--- src/pvd_pkg.sv ---
// ----------------------------------------------------------------------------
// pvd_pkg
// Shared widths, register indexes and the pipeline bundle of the polynomial
// value and derivatives unit.
// ----------------------------------------------------------------------------
package pvd_pkg;

	localparam int COEFF_COUNT_DEF = 6;

	localparam int X_W        = 32;  // abscissa, Q16.16
	localparam int COEF_W     = 32;  // coefficient, Q16.16
	localparam int ACC_W      = 48;  // accumulator and results, Q32.16
	localparam int FRAC_W     = 16;
	localparam int ORDER_W    = 3;
	localparam int CFG_IDX_W  = 3;
	localparam int CFG_DATA_W = 32;

	// multiplier split of the accumulator
	localparam int MUL_LO_W = 24;
	localparam int MUL_HI_W = ACC_W - MUL_LO_W;
	localparam int PROD_W   = ACC_W + X_W;
	localparam int RND_W    = PROD_W - FRAC_W;
	localparam int SUM_W    = RND_W + 1;

	// cycles through one horner step
	localparam int STEP_LAT = 3;

	// register indexes
	localparam int REG_POLY_ORDER = 0;
	localparam int REG_COEFF_BASE = 1;

	localparam logic signed [ACC_W-1:0] ACC_MAX = {1'b0, {(ACC_W-1){1'b1}}};
	localparam logic signed [ACC_W-1:0] ACC_MIN = {1'b1, {(ACC_W-1){1'b0}}};

	typedef struct packed {
		logic                    valid;
		logic                    clip;
		logic signed [X_W-1:0]   x;
		logic signed [ACC_W-1:0] val;
		logic signed [ACC_W-1:0] slo;
		logic signed [ACC_W-1:0] cur;
	} pvd_bus_t;

endpackage

--- src/pvd_cfg.sv ---
// ----------------------------------------------------------------------------
// pvd_cfg
// Configuration registers; keeps the coefficients together with their first
// and second derivative weights and hands out the weights masked by order.
// ----------------------------------------------------------------------------
module pvd_cfg import pvd_pkg::*; #(
	parameter int COEFF_COUNT = COEFF_COUNT_DEF
) (
	input  logic                         clk,
	input  logic                         arst_n,
	input  logic                         cfg_wr_en,
	input  logic [CFG_IDX_W-1:0]         cfg_index,
	input  logic [CFG_DATA_W-1:0]        cfg_wdata,
	output logic signed [ACC_W-1:0]      w_val [COEFF_COUNT],
	output logic signed [ACC_W-1:0]      w_slo [COEFF_COUNT],
	output logic signed [ACC_W-1:0]      w_cur [COEFF_COUNT],
	output logic [ORDER_W-1:0]           eff_order
);

	localparam int K  = COEFF_COUNT - 1;
	localparam int WS = COEF_W + $clog2(COEFF_COUNT);
	localparam int WC = COEF_W + $clog2(K * (K - 1) + 1);

	logic [ORDER_W-1:0]        order_q;
	logic signed [COEF_W-1:0]  coef_q  [COEFF_COUNT];
	logic signed [WS-1:0]      slope_q [COEFF_COUNT];
	logic signed [WC-1:0]      curv_q  [COEFF_COUNT];

	// derivative weights k*c and k*(k-1)*c are formed at write time
	always_ff @(posedge clk or negedge arst_n) begin
		if (!arst_n) begin
			order_q <= '0;
			for (int k = 0; k < COEFF_COUNT; k++) begin
				coef_q[k]  <= '0;
				slope_q[k] <= '0;
				curv_q[k]  <= '0;
			end
		end else if (cfg_wr_en) begin
			if (cfg_index == CFG_IDX_W'(REG_POLY_ORDER)) begin
				order_q <= cfg_wdata[ORDER_W-1:0];
			end
			for (int k = 0; k < COEFF_COUNT; k++) begin
				if (cfg_index == CFG_IDX_W'(REG_COEFF_BASE + k)) begin
					coef_q[k]  <= cfg_wdata[COEF_W-1:0];
					slope_q[k] <= WS'($signed(cfg_wdata[COEF_W-1:0])) * WS'(k);
					curv_q[k]  <= WC'($signed(cfg_wdata[COEF_W-1:0])) * WC'(k * (k - 1));
				end
			end
		end
	end

	assign eff_order = (order_q > ORDER_W'(K)) ? ORDER_W'(K) : order_q;

	// weight i of each chain uses coefficient k = i, i+1, i+2; zero above the order
	for (genvar i = 0; i < COEFF_COUNT; i++) begin : g_wt
		assign w_val[i] = (ORDER_W'(i) <= eff_order) ? ACC_W'(coef_q[i]) : '0;
		if (i + 1 <= K) begin : g_slo
			assign w_slo[i] = (ORDER_W'(i + 1) <= eff_order) ? ACC_W'(slope_q[i + 1]) : '0;
		end else begin : g_slo_zero
			assign w_slo[i] = '0;
		end
		if (i + 2 <= K) begin : g_cur
			assign w_cur[i] = (ORDER_W'(i + 2) <= eff_order) ? ACC_W'(curv_q[i + 2]) : '0;
		end else begin : g_cur_zero
			assign w_cur[i] = '0;
		end
	end

endmodule

--- config.mk ---
export PLATFORM = sky130hd
export DESIGN_NAME = pvd_cfg
export DESIGN_NICKNAME = d
export VERILOG_FILES = /design/src/pvd_pkg.sv /design/src/pvd_cfg.sv
export SDC_FILE = /design/constraint.sdc
export NUM_CORES = 1
export LEC_CHECK = 0
export ABC_AREA = 1
export BUFFER_PORTS_ARGS = -buffer_cell sky130_fd_sc_hd__buf_2
export CORE_AREA = 8 8 347 349
export DETAILED_ROUTE_END_ITERATION = 16
export DIE_AREA = 0 0 355 357
export SYNTH_ARGS = -nofsm -noshare
export SYNTH_HDL_FRONTEND = slang
export SYNTH_SLANG_ARGS = --single-unit
export TNS_END_PERCENT = 10
--- constraint.sdc ---
create_clock -name clk -period 3 [get_ports clk]
set_input_delay 0 -clock clk [delete_from_list [all_inputs] [get_ports clk]]
set_output_delay 0 -clock clk [all_outputs]
set_load 0.03 [all_outputs]
==> metrics.md <==
| Metric | Value |
|---|---|
| Status | complete, no violations |
| Num Clock Sinks | 296 |
| Clock buffer depth | 3 |
| CP max FO | 28 |
| Unrepaired setup endpoints after global routing | no |
| Pre-Repair DR Iteration Count | 7 |
| Worst skew pair latency | 0.56 ns |
| Iteration-0 DRC Markers | 1134 |
| Setup TNS | 0 ns |
| Yosys Warn Count | 0 |
| Layout cell share with drive strength beyond 1 | 0.250 |
| Routed WL | 100 mm |
| Slew margin rel. | 0.220 |
| CTS Hold Bufs | 11 |
| Reg2Reg Launch Point | order_q[2]$_DFFE_PN0P_ |
| Die Y | 357 um |
| GR Overflow Total | 0 |
| Residual DRC | 0 |
| Die area | 0.127 mm^2 |
| Drt via density | 3.82 |
| Gpl congestion | 0.870 |
| Fmax | 362 MHz |
| Total global-route track usage | 0.149 |
| Register area share after synthesis | 0.327 |
| Root buf cell | clkbuf_16 |
| Finish-stage setup viols | 0 |
| Row Count | 125 |
| # resized after CTS | 0 |
| Setup Skew | 0 ns |
| Final instance area | 0.0257 mm^2 |
| Core Region | 0.115 mm^2 |
| VDD IR-drop max | 0.301 mV |
| Maxcap violations | 0 |
| Crit Path Class | reg -> out |
| Min cycle time layout | 2.76 ns |
| R2R Path End | order_q[2]$_DFFE_PN0P_ |
| Top cell type by total area after synthesis | dfrtp_1 |
| Worst slew pin tran | 1.17 ns |
| Detail Route Antenna Nets | 0 |
| Largest net degree at the start of global routing | 97 |
| Crit path launch | order_q[2]$_DFFE_PN0P_ |
| Power Density | 723 mW/mm^2 |
| Final Max Tran Viols | 0 |
| Area post-placement | 0.0244 mm^2 |
| Crit path to | w_cur[188] |
| H-tree depth | 2 |
| First-pass GRT wire length | 138 mm |
| Initial antenna violation count | 36 |
| Syn Std Cell Area | 0.0226 mm^2 |
| Syn_area_per_cell | 6.97 um^2 |
| Worst Path Required | 3.00 ns |
| Vias in the first global route | 18900 |
| Postcts setup bufs | 0 |
| Final net count | 3699 |
| Area growth, synth to finish | 13.7% |
| Period Utilization, post-route | 0.920 |
| Reg-to-reg slack, setup | 2.03 ns |
| Top-area cell type share of the netlist area | 0.327 |
| Starting density of the core | 0.197 |
| Post-synthesis cell type count | 36 |
| R2R cell count | 2 |
| Ports | 905 |
| IO buf count | 751 |
| Crit path DAT | 2.76 ns |
| Mapped Cells | 3249 |
| FF+latch count, synth | 296 |
| LEAKAGE | 15.9 nW |
| DPL Wire Length | 81.5 mm |
| Power, Total | 18.6 mW |
| Hold Path Class | in -> reg |
| Post-route insts no fill | 5099 |
| Die W | 355 um |
| Cell total after placement | 5013 |
| TritonCTS Buffers | 36 |
| Hold Fails Final Rpt | 0 |
| Wirelength per Cell | 19.6 um |
| CTS tree | yes |
| CTS clk-pin slew, worst paths | 0.06 ns |
| Area contributors post-synth | dfrtp_1 33%, buf_4 19%, nand2_1 14% |
| Vias | 19500 |
| Crit path launch type | flip-flop |
| Critical path capture point type | primary output |
## cells by family after synthesis
| family | synth area share |
|---|---|
| and+or+nand+nor | 0.226 |
| DFF | 0.327 |
| AOI/OAI and AO/OA | 0.0662 |
| xor gates and xnor gates | 0.0112 |
| buffers and inverters | 0.301 |
| adders and majority gates | 0.0687 |
| other | 0.000166 |
## per-stage QoR
step | worst slack (ns) | hold slack [ns] | utilization
floorplan | 0.138 | -0.296 | -
global placement | 0.692 | 0.0253 | 0.212
detailed placement | 0.668 | 0.0283 | 0.212
CTS | 0.111 | 0.00257 | 0.223
global route | 0.000488 | 0.0278 | 0.223
finish | 0.240 | 0.0254 | 0.223
## sequential cells by signal, summed over array words and instances, names as in the netlist
register / cells
order_q: 3
curv_q: 101
coef_q: 96
slope_q: 96
## critical path: stages (launching register included)
cell,delay (ns)
dfrtp_4,0.68
buf_4,0.42
buf_4,0.40
nand2_1,0.09
inv_1,0.28
buf_2,0.27
## worst min path at each step
stage                  from  depth (start not counted)                  endpoint
2_1_floorplan        arst_n                          0     coef_q[0]$_DFFE_PN0P_
3_3_place_gp         arst_n                          1   curv_q[116]$_DFFE_PN0P_
3_5_place_dp         arst_n                          1    coef_q[82]$_DFFE_PN0P_
4_1_cts           cfg_wr_en                          5    order_q[2]$_DFFE_PN0P_
5_1_grt        cfg_wdata[8]                          3  slope_q[148]$_DFFE_PN0P_
6_report          cfg_wr_en                          5    order_q[2]$_DFFE_PN0P_
## routing by layer
layer | wire, um | GRT usage | vias up
met5 | 202 | 0 | -
met2 | 48700 | 0.258 | 624
met4 | 2350 | 0.0377 | 30
met3 | 9140 | 0.0521 | 128
li1 | - | - | 9615
met1 | 39600 | 0.173 | 9097
## cells in the final DEF, fill, tap and decap left out, types with 2 or more instances in the layout
master,count
nand2_1,841
nand2_2,22
nand3_2,8
nor3_2,4
xnor2_1,23
clkinv_8,3
and2_1,2
conb_1,153
o21bai_1,4
dlygate4sd3_1,11
o21ai_1,19
buf_4,23
buf_12,5
nand2_4,4
inv_2,4
nor2_4,2
nor2_2,6
o21ai_0,233
nand3_1,102
inv_6,2
clkbuf_16,36
clkinv_4,3
nand3b_1,4
inv_1,529
xor2_1,6
clkbuf_8,3
clkinvlp_4,2
clkbuf_1,5
clkinv_2,6
nor2_1,270
nor3_1,7
ha_1,121
a21oi_1,36
nand4_1,5
fa_1,2
diode_2,13
bufinv_16,2
dfrtp_1,295
buf_2,750
## cells in the mapped netlist
master / number
o22ai_1: 1
o21ai_0: 233
clkbuf_1: 72
inv_1: 529
xor2_1: 6
a21oi_1: 37
buf_1: 6
ha_1: 121
nor2_2: 2
clkbuf_4: 2
a22oi_1: 1
nor4_1: 1
inv_2: 5
nor3_1: 8
o21bai_1: 4
nand3_2: 6
nand4_1: 5
nor3_2: 3
nand2_4: 1
nor2_1: 275
and2_1: 2
conb_1: 1
a21o_1: 1
fa_1: 2
buf_4: 572
xnor2_1: 23
dfrtp_1: 296
nand3_1: 104
nor2_4: 1
nand2_1: 845
buf_2: 38
buf_6: 1
or2_4: 1
o21ai_1: 19
nand2_2: 21
nand3b_1: 4
## layout make-up
type                    instances  area (um^2)
fillers                     13100        89400
multi-input cells            1880         9060
flip-flops and latches        296         7410
repair buffers                790         4150
inverters                     534         2010
well taps                    1524         1910
clock buffers                  44          961
clock inverters                18          198
diodes                         13         32.5
## where the power goes
part | internal, mW | switching [mW] | leakage [nW]
clock network | 2.48 | 1.98 | 0.565
registers | 4.86 | 0.510 | 3.71
logic | 2.08 | 6.68 | 11.7
total | 9.42 | 9.17 | 15.9
Power figures use the tool's default switching activity.
